[config.mk]
export PLATFORM = sky130hd
export DESIGN_NAME = selective_repeat_receiver
export DESIGN_NICKNAME = d
export VERILOG_FILES = /design/src/rtl/srr_pkg.sv /design/src/rtl/selective_repeat_receiver.sv /design/src/rtl/srr_ctrl.sv /design/src/rtl/srr_dp.sv
export SDC_FILE = /design/constraint.sdc
export NUM_CORES = 1
export LEC_CHECK = 0
export ABC_AREA = 1
export BUFFER_PORTS_ARGS = -buffer_cell sky130_fd_sc_hd__buf_2
export CELL_PAD_IN_SITES_DETAIL_PLACEMENT = 1
export CELL_PAD_IN_SITES_GLOBAL_PLACEMENT = 1
export CORE_MARGIN = 8
export CORE_UTILIZATION = 30
export CTS_CLUSTER_SIZE = 8
export DETAILED_ROUTE_END_ITERATION = 7
export PLACE_DENSITY = 0.61
export SLEW_MARGIN = 20
export SYNTH_ARGS = -nofsm -noshare
export SYNTH_HDL_FRONTEND = slang
export SYNTH_SLANG_ARGS = --single-unit
export TNS_END_PERCENT = 1
[constraint.sdc]
create_clock -name i_clk -period 6.25 [get_ports i_clk]
set_input_delay 0.3125 -clock i_clk [delete_from_list [all_inputs] [get_ports i_clk]]
set_output_delay 0.3125 -clock i_clk [all_outputs]
set_load 0.02 [all_outputs]
[src/rtl/srr_pkg.sv]
package srr_pkg;

    // window and sequence space
    localparam int WINDOW       = 4;
    localparam int SEQ_SPACE    = 8;
    localparam int PAYLOAD_BITS = 64;

    localparam int SEQ_W  = (SEQ_SPACE > 2) ? $clog2(SEQ_SPACE) : 1;
    localparam int SLOT_W = (WINDOW > 2) ? $clog2(WINDOW) : 1;
    localparam int CNT_W  = SLOT_W;

    // stream data width: seq/ack number then payload, padded to bytes
    localparam int TDATA_W = ((SEQ_W + PAYLOAD_BITS + 7) / 8) * 8;

    // result kinds carried on tuser
    localparam logic KIND_ACK   = 1'b0;
    localparam logic KIND_DELIV = 1'b1;

    typedef enum logic [1:0] {
        ST_IDLE,
        ST_EVAL,
        ST_DELIV
    } t_state;

    // controller -> datapath
    typedef struct packed {
        logic latch_in;
        logic emit_ack;
        logic emit_deliv;
    } t_cmd;

    // datapath -> controller
    typedef struct packed {
        logic pkt_valid;
        logic start_deliv;
        logic deliv_last;
        logic out_free;
    } t_status;

endpackage

[src/rtl/selective_repeat_receiver.sv]
// Channel  Dir  Handshake          Payload
// s        in   tvalid/tready      tdata: seq_num[2:0], payload[66:3]; tuser: checksum_ok
// m        out  tvalid/tready      tdata: ack_num[2:0], delivered_payload[66:3];
//                                  tuser: kind; tlast: last
//
// One packet at a time: the packet is taken, then its results are emitted
// in turn (ack, then up to WINDOW in-order deliveries). A dropped packet
// emits no result. The result count is set by the delivery sequencer
// walking the buffer one slot per cycle unless the output stalls.
// Reset: synchronous, active low; base returns to 1, buffer marked empty.
// Output stalls hold the sequencer; input is taken only when idle.
module selective_repeat_receiver (
    input  logic                        i_clk,
    input  logic                        i_rst_n,
    input  logic                        i_s_tvalid,
    output logic                        o_s_tready,
    input  logic [srr_pkg::TDATA_W-1:0] i_s_tdata,  // seq_num, payload, zero pad
    input  logic                        i_s_tuser,  // checksum_ok
    output logic                        o_m_tvalid,
    input  logic                        i_m_tready,
    output logic [srr_pkg::TDATA_W-1:0] o_m_tdata,  // ack_num, delivered_payload, zero pad
    output logic                        o_m_tuser,  // kind
    output logic                        o_m_tlast
);

    srr_pkg::t_cmd    cmd;
    srr_pkg::t_status status;

    srr_ctrl u_ctrl (
        .i_clk      (i_clk),
        .i_rst_n    (i_rst_n),
        .i_s_tvalid (i_s_tvalid),
        .o_s_tready (o_s_tready),
        .i_status   (status),
        .o_cmd      (cmd)
    );

    srr_dp u_dp (
        .i_clk      (i_clk),
        .i_rst_n    (i_rst_n),
        .i_cmd      (cmd),
        .o_status   (status),
        .i_s_tdata  (i_s_tdata),
        .i_s_tuser  (i_s_tuser),
        .o_m_tvalid (o_m_tvalid),
        .i_m_tready (i_m_tready),
        .o_m_tdata  (o_m_tdata),
        .o_m_tuser  (o_m_tuser),
        .o_m_tlast  (o_m_tlast)
    );

endmodule

[src/rtl/srr_ctrl.sv]
module srr_ctrl (
    input  logic             i_clk,
    input  logic             i_rst_n,
    input  logic             i_s_tvalid,
    output logic             o_s_tready,
    input  srr_pkg::t_status i_status,
    output srr_pkg::t_cmd    o_cmd
);

    srr_pkg::t_state r_state;
    srr_pkg::t_state n_state;

    // state register
    always_ff @(posedge i_clk) begin
        if (!i_rst_n) begin
            r_state <= srr_pkg::ST_IDLE;
        end else begin
            r_state <= n_state;
        end
    end

    // next state and commands
    always_comb begin
        n_state          = r_state;
        o_cmd            = '0;
        o_s_tready       = 1'b0;
        case (r_state)
            srr_pkg::ST_IDLE: begin
                o_s_tready = 1'b1;
                if (i_s_tvalid) begin
                    o_cmd.latch_in = 1'b1;
                    n_state        = srr_pkg::ST_EVAL;
                end
            end
            srr_pkg::ST_EVAL: begin
                // corrupt or out-of-window packets are dropped silently
                if (!i_status.pkt_valid) begin
                    n_state = srr_pkg::ST_IDLE;
                end else if (i_status.out_free) begin
                    o_cmd.emit_ack = 1'b1;
                    n_state = i_status.start_deliv ? srr_pkg::ST_DELIV : srr_pkg::ST_IDLE;
                end
            end
            srr_pkg::ST_DELIV: begin
                if (i_status.out_free) begin
                    o_cmd.emit_deliv = 1'b1;
                    if (i_status.deliv_last) begin
                        n_state = srr_pkg::ST_IDLE;
                    end
                end
            end
            default: begin
                n_state = srr_pkg::ST_IDLE;
            end
        endcase
    end

endmodule

[src/rtl/srr_dp.sv]
module srr_dp (
    input  logic                        i_clk,
    input  logic                        i_rst_n,
    input  srr_pkg::t_cmd               i_cmd,
    output srr_pkg::t_status            o_status,
    input  logic [srr_pkg::TDATA_W-1:0] i_s_tdata,
    input  logic                        i_s_tuser,
    output logic                        o_m_tvalid,
    input  logic                        i_m_tready,
    output logic [srr_pkg::TDATA_W-1:0] o_m_tdata,
    output logic                        o_m_tuser,
    output logic                        o_m_tlast
);

    localparam int SW = srr_pkg::SEQ_W;
    localparam int LW = srr_pkg::SLOT_W;
    localparam int PW = srr_pkg::PAYLOAD_BITS;

    // latched packet
    logic          r_ok;
    logic [SW-1:0] r_seq;
    logic [PW-1:0] r_pay;

    // window state
    logic [SW-1:0]             r_base;
    logic [LW-1:0]             r_head;
    logic [srr_pkg::WINDOW-1:0] r_flags;
    logic [srr_pkg::CNT_W-1:0] r_cnt;
    logic [PW-1:0]             r_store [srr_pkg::WINDOW];

    // output register
    logic                        r_m_valid;
    logic                        r_m_kind;
    logic                        r_m_last;
    logic [srr_pkg::TDATA_W-1:0] r_m_data;

    logic [SW:0]   diff;
    logic [SW-1:0] off;
    logic          in_rcv;
    logic          in_prev;
    logic [LW:0]   slot_sum;
    logic [LW-1:0] slot;
    logic [LW:0]   head_sum;
    logic [LW-1:0] head_nx;
    logic [SW-1:0] base_nx;
    logic          out_free;

    // offset of the packet from the window base, modulo the sequence space
    always_comb begin
        diff = {1'b0, r_seq} + (SW+1)'(srr_pkg::SEQ_SPACE) - {1'b0, r_base};
        if (diff >= (SW+1)'(srr_pkg::SEQ_SPACE)) begin
            off = SW'(diff - (SW+1)'(srr_pkg::SEQ_SPACE));
        end else begin
            off = SW'(diff);
        end
        in_rcv  = 32'(off) < srr_pkg::WINDOW;
        in_prev = (srr_pkg::WINDOW >= srr_pkg::SEQ_SPACE) ||
                  (32'(off) >= srr_pkg::SEQ_SPACE - srr_pkg::WINDOW);
    end

    // buffer slot of the packet (meaningful only inside the window)
    always_comb begin
        slot_sum = {1'b0, r_head} + (LW+1)'(off[LW-1:0]);
        if (slot_sum >= (LW+1)'(srr_pkg::WINDOW)) begin
            slot = LW'(slot_sum - (LW+1)'(srr_pkg::WINDOW));
        end else begin
            slot = LW'(slot_sum);
        end
        head_sum = {1'b0, r_head} + (LW+1)'(1);
        if (head_sum >= (LW+1)'(srr_pkg::WINDOW)) begin
            head_nx = '0;
        end else begin
            head_nx = LW'(head_sum);
        end
        if (32'(r_base) == srr_pkg::SEQ_SPACE - 1) begin
            base_nx = '0;
        end else begin
            base_nx = r_base + SW'(1);
        end
    end

    assign out_free = !r_m_valid || i_m_tready;

    // status
    always_comb begin
        o_status.pkt_valid   = r_ok && (in_rcv || in_prev);
        o_status.start_deliv = in_rcv && (off == '0);
        o_status.deliv_last  = (32'(r_cnt) == srr_pkg::WINDOW - 1) || !r_flags[head_nx];
        o_status.out_free    = out_free;
    end

    // packet capture
    always_ff @(posedge i_clk) begin
        if (!i_rst_n) begin
            r_ok <= 1'b0;
        end else if (i_cmd.latch_in) begin
            r_ok <= i_s_tuser;
        end
    end

    always_ff @(posedge i_clk) begin
        if (i_cmd.latch_in) begin
            r_seq <= i_s_tdata[SW-1:0];
            r_pay <= i_s_tdata[SW +: PW];
        end
    end

    // window control state
    always_ff @(posedge i_clk) begin
        if (!i_rst_n) begin
            r_base  <= SW'(1 % srr_pkg::SEQ_SPACE);
            r_head  <= '0;
            r_flags <= '0;
            r_cnt   <= '0;
        end else if (i_cmd.emit_ack) begin
            r_cnt <= '0;
            if (in_rcv) begin
                r_flags[slot] <= 1'b1;
            end
        end else if (i_cmd.emit_deliv) begin
            r_flags[r_head] <= 1'b0;
            r_head          <= head_nx;
            r_base          <= base_nx;
            r_cnt           <= r_cnt + srr_pkg::CNT_W'(1);
        end
    end

    // payload buffer, first copy kept
    always_ff @(posedge i_clk) begin
        if (i_cmd.emit_ack && in_rcv && !r_flags[slot]) begin
            r_store[slot] <= r_pay;
        end
    end

    // output register
    always_ff @(posedge i_clk) begin
        if (!i_rst_n) begin
            r_m_valid <= 1'b0;
        end else if (i_cmd.emit_ack || i_cmd.emit_deliv) begin
            r_m_valid <= 1'b1;
        end else if (i_m_tready) begin
            r_m_valid <= 1'b0;
        end
    end

    always_ff @(posedge i_clk) begin
        if (i_cmd.emit_ack) begin
            r_m_kind <= srr_pkg::KIND_ACK;
            r_m_last <= !(in_rcv && (off == '0));
            r_m_data <= srr_pkg::TDATA_W'(r_seq);
        end else if (i_cmd.emit_deliv) begin
            r_m_kind <= srr_pkg::KIND_DELIV;
            r_m_last <= o_status.deliv_last;
            r_m_data <= srr_pkg::TDATA_W'({r_store[r_head], {SW{1'b0}}});
        end
    end

    assign o_m_tvalid = r_m_valid;
    assign o_m_tdata  = r_m_data;
    assign o_m_tuser  = r_m_kind;
    assign o_m_tlast  = r_m_last;

endmodule
== Word-level counts from Yosys, hierarchy flattened ==
Memories as Yosys holds them, arrays and structs flattened. A register that Yosys moved wholly into a read port is not among the register bits.
Index checks and enable logic that the tools add are counted.

* Register bits: 87
* Latch bits: 0
* Bits in writable memories: 256
* Memory bits (read-only): 0
* Input port bits: 77
* Output and inout bits: 76
* Logic and storage cells: 104
* Memories kept: 1

* $add $sub $neg: 8
* $mul: 0
* Div/mod/pow operators: 0
* $lt $le $gt $ge: 10
* Eq/ne operators: 9
* Shift operators: 0
* Multiplexer cells: 37
* Bitwise gates (word level): 5
* Reductions and logical operators: 22

{| class="wikitable"
|+ Memories
! memory !! depth !! width !! rd ports !! clocked after memory_dff !! wr ports !! line !! RTL
|-
| u_dp.r_store || 4 || 64 || 1 || 1 || 1 || srr_dp.sv:29 || <nowiki>logic [PW-1:0] r_store [srr_pkg::WINDOW];</nowiki>
|}

{| class="wikitable"
|+ Operator list
! kind !! count
|-
| $mux W1 || 17
|-
| $mux W2 || 8
|-
| $mux W3 || 4
|-
| $mux W4 || 3
|-
| $ge A3 B3 Y1 const B || 3
|-
| $lt A2 B3 Y1 const B || 3
|-
| $logic_and A1 B1 Y1 || 6
|-
| $ne A2 B2 Y1 const B || 3
|-
| $pmux W2 S3 || 1
|-
| $add A3 B4 Y4 const B || 1
|-
| $and A4 B4 Y4 || 1
|-
| $bmux W1 S2 || 2
|-
| $demux W1 S2 || 2
|-
| $eq A2 B2 Y1 const B || 2
|-
| $ge A2 B1 Y1 const B || 2
|-
| $ge A4 B4 Y1 const B || 1
|-
| $logic_not A1 Y1 || 4
|-
| $logic_or A1 B1 Y1 || 4
|-
| $not A4 Y4 || 1
|-
| $or A4 B4 Y4 || 1
|-
| $reduce_and A2 Y1 || 2
|-
| $reduce_and A4 Y1 || 1
|-
| $reduce_bool A2 Y1 || 2
|-
| $sub A4 B3 Y4 || 1
|-
| 15 further kinds || 16
|}

== Logic depth before layout (Yosys ltp) ==
Gate-level depths: netlist (run 1).

* Depth after elaboration: 14
* Depth in mapped cells: 14
* Gate-level depth less buffers: 14

== Hierarchy ==
From an unflattened synthesis (run 1), not the netlist that was laid out.

* Cells, all modules: 1008
* Area, all modules: 14746.6 µm²

{| class="wikitable"
|+ By module, submodules not included
! module !! instances !! cells an instance !! area an instance (µm²)
|-
| srr_dp || 1 || 987 || 14604.0
|-
| srr_ctrl || 1 || 21 || 142.6
|}

== Worst setup path after synthesis (run 1) ==
OpenSTA, ideal clock, no wires.

* Path kind: register -> register
* From: reg u_dp.r_seq[0]
* To: mem u_dp.r_store[0][0] (netlist bit), enable pin
* Arrival: 4.301 ns
* Required time: 5.764 ns
* Slack: 1.462 ns
* Stages on the path, launching flop included: 13
* Path buffers: 0
* Period minus slack after synthesis: 4.788 ns
* Path through: edfxtp_1 inv_1 ha_1 inv_1 fa_1 inv_1 nand2_1 nand3_1 nand2_1 nor2_1 nand2_1 nand4_2 nor2_1

* Cells in the longest elaborated chain, start to end: 13

{| class="wikitable"
|+ Ends and longest elaborated chain
! element !! line !! RTL
|-
| start: declaration || srr_dp.sv:21 || <nowiki>logic [SW-1:0] r_seq;</nowiki>
|-
| start signal: assignment || srr_dp.sv:103 || <nowiki>r_seq <= i_s_tdata[SW-1:0];</nowiki>
|-
| $add A3 B4 Y4 * || srr_dp.sv:50 || <nowiki>diff = {1'b0, r_seq} + (SW+1)'(srr_pkg::SEQ_SPACE) - {1'b0, r_base};</nowiki>
|-
| $sub A4 B3 Y4 * || srr_dp.sv:50 ||
|-
| $ge A4 B4 Y1 or $sub A3 B1 Y3 (tied branches) || srr_dp.sv:51, srr_dp.sv:52 ||
|-
| $mux W3 * || srr_dp.sv:51 || <nowiki>if (diff >= (SW+1)'(srr_pkg::SEQ_SPACE)) begin</nowiki>
|-
| $add A2 B2 Y3 (tied with other cells) || srr_dp.sv:63 || <nowiki>slot_sum = {1'b0, r_head} + (LW+1)'(off[LW-1:0]);</nowiki>
|-
| $ge A3 B3 Y1 (tied with other cells) || srr_dp.sv:64 || <nowiki>if (slot_sum >= (LW+1)'(srr_pkg::WINDOW)) begin</nowiki>
|-
| $mux W2 or $logic_and A1 B1 Y1 (tied branches) || srr_dp.sv:64, srr_dp.sv:86 ||
|-
| $bmux W1 S2 or $mux W1 (tied branches) || srr_dp.sv:130, srr_ctrl.sv:37 ||
|-
| $mux W1 (on tied branches) || srr_dp.sv:130, srr_ctrl.sv:27 ||
|-
| $logic_not A1 Y1 or $logic_and A1 B1 Y1 (tied branches) || srr_dp.sv:130 || <nowiki>if (i_cmd.emit_ack && in_rcv && !r_flags[slot]) begin</nowiki>
|-
| $logic_and A1 B1 Y1 || srr_dp.sv:130 ||
|-
| $mux W1 || srr_dp.sv:130 ||
|-
| $mux W1 (implied by the code) || srr_dp.sv:131 || <nowiki>r_store[slot] <= r_pay;</nowiki>
|-
| end: declaration || srr_dp.sv:29 ||
|}

Mark *: on every way between the ends. The rest lies on a longest branch, timed or not. The select of a mux whose other input is x is not followed.

== Final worst setup path (run 1) ==
* From: reg u_dp.r_seq[0]
* To: mem u_dp.r_store[3][27] (netlist bit), enable pin

Same word-level chain as after synthesis.

==> summary.md, run 1 <==
| Metric | Value |
|---|---|
| Final Skew | 0.01403 ns |
| Final Net Count | 1,496 |
| HP Class | primary input to register |
| Largest net degree at the start of global routing | about 110 |
| EDFF count, synth | ~330 |
| Antenna diodes | 0 |
| Max_slew headroom | between 30% and 40% |
| DIE WIDTH | approximately 240 um |
| Final worst setup slack | 2.577 ns |
| Post-DR vias/cell | 4.476 |
| Vias in the first global route | 10,190 |
| GRT Total Usage | 13.20% |
| CTS root buf | clkbuf_16 |
| Share of the synthesized area in the top cell type | around two thirds |
| DR DRC count | 0 |
| Final instance area | about 19,000 um^2 |
| Hold_sp | i_rst_n |
| Critical path endpoint category | register |
| Drt wl/cell | around 18 um |
| Top-level I/O count | approximately 150 |
| Final setup viols | 0 |
| Port bufs | approximately 140 |
| Pre-antenna DRT Iters | 4 |
| Pwr Density | 335.8 nW/um^2 |
| CTS resizes | 0 |
| Worst slew pin tran | 1.041 ns |
| RSZ-0062 raised after global routing | no |
| FF-to-FF Start | u_dp.r_seq[0]$_DFFE_PP_ |
| Crit path kind | register to register |
| Peak VDD IR | 207.3 uV |
| Crit Path Max Fanout | 52 |
| Commonest cells after routing, fill and taps aside | edfxtp_1, nand2_1, nand3_1, buf_2, inv_1 |
| Final setup TNS | 0 ns |
| Ranking of synthesized cells by area | edfxtp_1, dfxtp_1, nand3_1, nand2_1, a21oi_1 |
| Setup Fix Bufs, Post-CTS | 0 |
| Fin. max-slew vios | 0 |
| CTS Sinks | a little over 400 |
| Ys Warns | 0 |
| Hold Slack | 0.06585 ns |
| P&R area growth vs syn | 24.13% |
| Dpl ws | between 2 and 3 ns |
| Commonest non-fill, non-tap cell in the layout | edfxtp_1 |
| Hold Crit Depth | 3 |
| Remaining Overflow, GRT | 0 |
| Hold path endpoint | u_ctrl.r_state[1]$_SDFFE_PN0P_ |
| Final WL | between 30 and 40 mm |
| Seq cells post-synth | 407 |
| Clock transition at path regs | 0.05 ns |
| DP Wirelength | 21.24 mm |
| Register-to-register setup slack | between 2 and 3 ns |
| Primary FF master, synth | edfxtp_1 |
| Via Count | 9,533 |
| GP Congestion | ~0.74 |
| Placed cells | 1,954 |
| Netlist cell types | 31 |
| Mapped Area | 15,120 um^2 |
| Layout Utilization | between 30% and 40% |
| Area of the die | 57,850 um^2 |
| Share of cells above drive strength 1 | 16.19% |
| Area after DPL | 16,410 um^2 |
| Syn_area_per_cell | around 13 um^2 |
| Final Hold Vio Count | 0 |
| Leak | between 7 and 8 nW |
| Seq/Total Area, Yosys | 75.52% |
| Wire length of the first global-routing pass | between 50 and 60 mm |
| Initial Utilization | a little under a third |
| Routed Antenna Nets | 0 |
| Cts bufs inserted | 57 |
| Status | completed |
| Final cell count without fillers | 2,130 |
| Site row count | between 80 and 90 |
| CTS H-Tree Depth | 2 |
| Final Power | 6.304 mW |
| Starting DRT DRC Count | approximately 450 |
| CTS max path bufs | 3 |
| Reg2reg end | u_dp.r_store[3][27]$_DFFE_PP_ |
| CTS tree | built |
| Final Critical Period | 3.673 ns |
| Worst-skew pair later-pin latency | 0.60 ns |
| R2R depth | 13 |
| Max cap viols | 0 |
| Max Clock Freq | 272.3 MHz |
| Area leader, netlist | edfxtp_1 |
| Critical path arrival | 3.88 ns |
| Worst Path Required | 6.46 ns |
| Core ar. | 49,970 um^2 |
| Startpoint types | register |
| FFs w/ async S/R, synth | 0% |
| Initial antenna violation count | 1 |
| Die height | 240.5 um |
| Final period util | 58.77% |
| Syn Inst Count | 1,193 |
-- worst max-delay path, stage by stage (launching register included) --
cell and delay [ns]:
edfxtp_1 0.35, inv_1 0.09, ha_1 0.14, inv_1 0.04
fa_1 0.53, inv_1 0.05, nand2_1 0.07, nand3_1 0.06
nand2_1 0.17, nor2_1 0.10, nand2_1 0.09, nand4_2 0.26
nor2_4 0.51, buf_4 0.78
-- cell type report --
cell class	count	area (um^2)
repair buffers	223	1489
well taps	672	840.8
inverters	97	374.1
clock buffers	104	1634
clock inverters	4	46.29
multi-input cells	623	2963
flip-flops and latches	407	11420
fillers	5382	31190
-- report_power, final --
| part | leakage [nW] | switching (mW) | internal [mW] |
|---|---|---|---|
| Clock | 0.800 | 1.13 | 1.75 |
| Combinational | 2.94 | 0.199 | 0.124 |
| Sequential | 3.65 | 0.0650 | 3.04 |
-- per-layer routing --
metal	vias to the layer above	GRT usage [%]	wire length, um
li1	4598	-	-
met1	4716	16.30	16700
met2	158	22.71	18960
met3	61	3.152	1755
met4	0	4.081	781
met5	-	0	0
-- state kept, by name, summed over array words and instances, names as in the netlist --
register	flops
u_dp.r_ok	1
u_dp.o_m_tlast	1
u_dp.o_m_tvalid	1
u_dp.o_m_tuser	1
u_ctrl.r_state	2
u_dp.r_flags	4
u_dp.r_pay	64
u_dp.o_m_tdata	67
u_dp.r_head	2
u_dp.r_base	3
u_dp.r_store	256
u_dp.r_seq	3
u_dp.r_cnt	2
-- Yosys cell counts (9+ instances only) --
master and number:
edfxtp_1 327, nand2_1 229, buf_2 25, buf_4 9
o21ai_0 70, clkbuf_1 17, nor2_1 23, buf_6 13
ha_1 9, inv_1 92, nand3_1 197, a21oi_1 72
dfxtp_1 80
-- cells by family (layout without fill, tap and decap cells) --
kind of cell	count (synthesis)	in the layout	share of synthesized area [%]
AND/OR/NAND/NOR	460	460	13.37
flip-flops	407	407	75.52
AO/OA/AOI/OAI	148	148	4.989
buffers and inverters	167	428	5.220
other	1	5	0.02480
adder cells (fa/ha/maj)	10	10	0.8770
-- worst max path at each step --
stage / endpoint / from / slack [ns]
after floorplan: u_dp.r_store[0][0]$_DFFE_PP_ / u_dp.r_seq[0]$_DFFE_PP_ / 1.46
after global placement: u_dp.r_store[3][55]$_DFFE_PP_ / u_dp.r_seq[0]$_DFFE_PP_ / 2.53
after detailed placement: u_dp.r_store[3][55]$_DFFE_PP_ / u_dp.r_seq[0]$_DFFE_PP_ / 2.52
after CTS: u_dp.r_store[3][57]$_DFFE_PP_ / u_dp.r_seq[0]$_DFFE_PP_ / 2.49
after global routing: u_dp.r_store[3][44]$_DFFE_PP_ / u_dp.r_seq[0]$_DFFE_PP_ / 2.30
final: u_dp.r_store[3][27]$_DFFE_PP_ / u_dp.r_seq[0]$_DFFE_PP_ / 2.58
-- repair_timing --
item | CTS | global route
hold endpoints to repair | 68 | 0
hold buffers | 68 | 0
setup endpoints to repair | 0 | 0
(Power assumes the default switching activity.)
==> run 2: changes to the inputs <==
- PLACE_DENSITY: 0.61 -> 0.63
- clock period: 6.25 -> 3.25 ns (I/O delays scaled with it)
==> summary.md, run 2 (same netlist as run 1, synthesis figures left out) <==
| Metric | Value |
|---|---|
| HP Class | primary input to register (unchanged) |
| Crit Path Max Fanout | 47 (was 52) |
| Port bufs | 142 (unchanged) |
| Commonest cells after routing, fill and taps aside | edfxtp_1, nand2_1, nand3_1, buf_2, inv_1 (unchanged) |
| Wire length of the first global-routing pass | 58.64 mm (was 59.36 mm) |
| Reg2reg end | u_dp.r_store[3][24]$_DFFE_PP_ (was u_dp.r_store[3][27]$_DFFE_PP_) |
| Cts bufs inserted | 56 (was 57) |
| Worst-skew pair later-pin latency | 0.58 ns (was 0.60 ns) |
| Top-level I/O count | 153 (unchanged) |
| Worst slew pin tran | 1.031 ns (was 1.041 ns) |
| Final Critical Period | 2.862 ns (was 3.673 ns) |
| Max_slew headroom | 31.27% (was 30.63%) |
| Pwr Density | 632.4 nW/um^2 (was 335.8 nW/um^2) |
| Hold-fix buffers, CTS | 72 (was 68) |
| CTS max path bufs | 3 (unchanged) |
| Crit path kind | register to register (unchanged) |
| Commonest non-fill, non-tap cell in the layout | edfxtp_1 (unchanged) |
| GRT Total Usage | 13.09% (was 13.20%) |
| Fin. max-slew vios | 0 (unchanged) |
| Leak | 7.395 nW (was 7.389 nW) |
| DIE WIDTH | 240.5 um (unchanged) |
| CTS tree | built (unchanged) |
| Die height | 240.5 um (unchanged) |
| Final Hold Vio Count | 0 (unchanged) |
| Final period util | 88.05% (was 58.77%) |
| Area of the die | 57,850 um^2 (unchanged) |
| R2R depth | 13 (unchanged) |
| Setup Fix Bufs, Post-CTS | 0 (unchanged) |
| DR DRC count | 0 (unchanged) |
| Initial antenna violation count | 2 (was 1) |
| Max Clock Freq | 349.4 MHz (was 272.3 MHz) |
| Core ar. | 49,970 um^2 (unchanged) |
| Startpoint types | register (unchanged) |
| Status | completed (unchanged) |
| Clock transition at path regs | 0.05 ns (about the same) |
| Post-DR vias/cell | 4.496 (was 4.476) |
| CTS Sinks | 407 (unchanged) |
| DP Wirelength | 21.20 mm (was 21.24 mm) |
| Worst Path Required | 3.49 ns (was 6.46 ns) |
| CTS resizes | 0 (unchanged) |
| Critical path arrival | 3.10 ns (was 3.88 ns) |
| Largest net degree at the start of global routing | 104 (was 107) |
| Register-to-register setup slack | 0.39 ns (was 2.58 ns) |
| Final Net Count | 1,502 (was 1,496) |
| Initial Utilization | 30.27% (unchanged) |
| Pre-antenna DRT Iters | 5 (was 4) |
| Vias in the first global route | 10,390 (was 10,190) |
| Routed Antenna Nets | 0 (unchanged) |
| Max reg flops | 256 (unchanged) |
| RSZ-0062 raised after global routing | no (unchanged) |
| Via Count | 9,603 (was 9,533) |
| FF-to-FF Start | u_dp.r_seq[0]$_DFFE_PP_ (unchanged) |
| Critical path endpoint category | register (unchanged) |
| GP Congestion | 0.7186 (was 0.7407) |
| CTS root buf | clkbuf_16 (unchanged) |
| Max cap viols | 0 (unchanged) |
| Dpl ws | 0.3921 ns (was 2.518 ns) |
| Final Skew | 0.01887 ns (was 0.01403 ns) |
| Final worst setup slack | 0.3883 ns (was 2.577 ns) |
| Final WL | 38.00 mm (was 38.20 mm) |
| Hold Slack | 0.2922 ns (was 0.06585 ns) |
| Critical Path Start | u_dp.r_seq[0]$_DFFE_PP_ (unchanged) |
| Remaining Overflow, GRT | 0 (unchanged) |
| Biggest register | u_dp.r_store (unchanged) |
| Peak VDD IR | 331.9 uV (was 207.3 uV) |
| Site row count | 82 (unchanged) |
| Drt wl/cell | 17.79 um (was 17.93 um) |
| Worst setup path end | u_dp.r_store[3][24]$_DFFE_PP_ (was u_dp.r_store[3][27]$_DFFE_PP_) |
| Share of cells above drive strength 1 | 16.01% (was 16.19%) |
| P&R area growth vs syn | 24.56% (was 24.13%) |
| Starting DRT DRC Count | 394 (was 451) |
| Final setup viols | 0 (unchanged) |
| CTS H-Tree Depth | 2 (unchanged) |
run 2: cell type report:
cell class	count	area, um^2
diodes	2	5.005
well taps	672	840.8
clock inverters	2	25.02
repair buffers	230	1627
multi-input cells	623	2963
clock buffers	103	1578
fillers	5371	31130
flip-flops and latches	407	11420
inverters	97	375.4
run 2: worst max-delay path: stages (launching register included):
cell and delay [ns]:
edfxtp_1 0.36, inv_1 0.09, ha_1 0.15, inv_1 0.05
fa_1 0.52, inv_1 0.05, nand2_1 0.07, nand3_1 0.08
nand2_1 0.14, nor2_1 0.09, nand2_1 0.08, nand4_2 0.26
nor2_4 0.21, buf_12 0.33
run 2: metrics by stage:
stage	area (um^2)	cells	setup TNS, ns	power, mW	utilization (%)
floorplan	15150	1197	-131.49	6.353	-
global placement	16510	1957	0	6.616	33.04
detailed placement	16510	1957	0	6.634	33.04
CTS	18830	2134	0	12.11	37.69
global route	18840	2136	0	12.39	37.70
finish	18840	2136	0	11.91	37.70
run 2: worst min-delay path by stage:
stage	from	to	slack, ns	cells after the start
detailed placement	i_s_tdata[9]	u_dp.r_pay[6]$_DFFE_PP_	0.34	1
floorplan	i_s_tdata[3]	u_dp.r_pay[0]$_DFFE_PP_	0.26	0
CTS	i_s_tdata[60]	u_dp.r_pay[57]$_DFFE_PP_	0.24	2
finish	i_s_tdata[56]	u_dp.r_pay[53]$_DFFE_PP_	0.29	2
global route	i_s_tdata[14]	u_dp.r_pay[11]$_DFFE_PP_	0.26	2
global placement	i_s_tdata[45]	u_dp.r_pay[42]$_DFFE_PP_	0.34	1
run 2: metal layers:
layer | global-route usage (%) | share of wire, % | vias to the layer above | wire (um)
met5 | 0 | 0 | - | 0
met3 | 2.945 | 4.7 | 66 | 1800
met2 | 22.55 | 49 | 172 | 18650
met4 | 4.577 | 2.8 | 0 | 1058
li1 | - | - | 4628 | -
met1 | 16.02 | 43 | 4737 | 16490
run 2: report_power, final:
group | internal [mW] | switching (mW)
Sequential | 5.84 | 0.125
Combinational | 0.243 | 0.381
Clock | 3.22 | 2.10
Total | 9.31 | 2.61
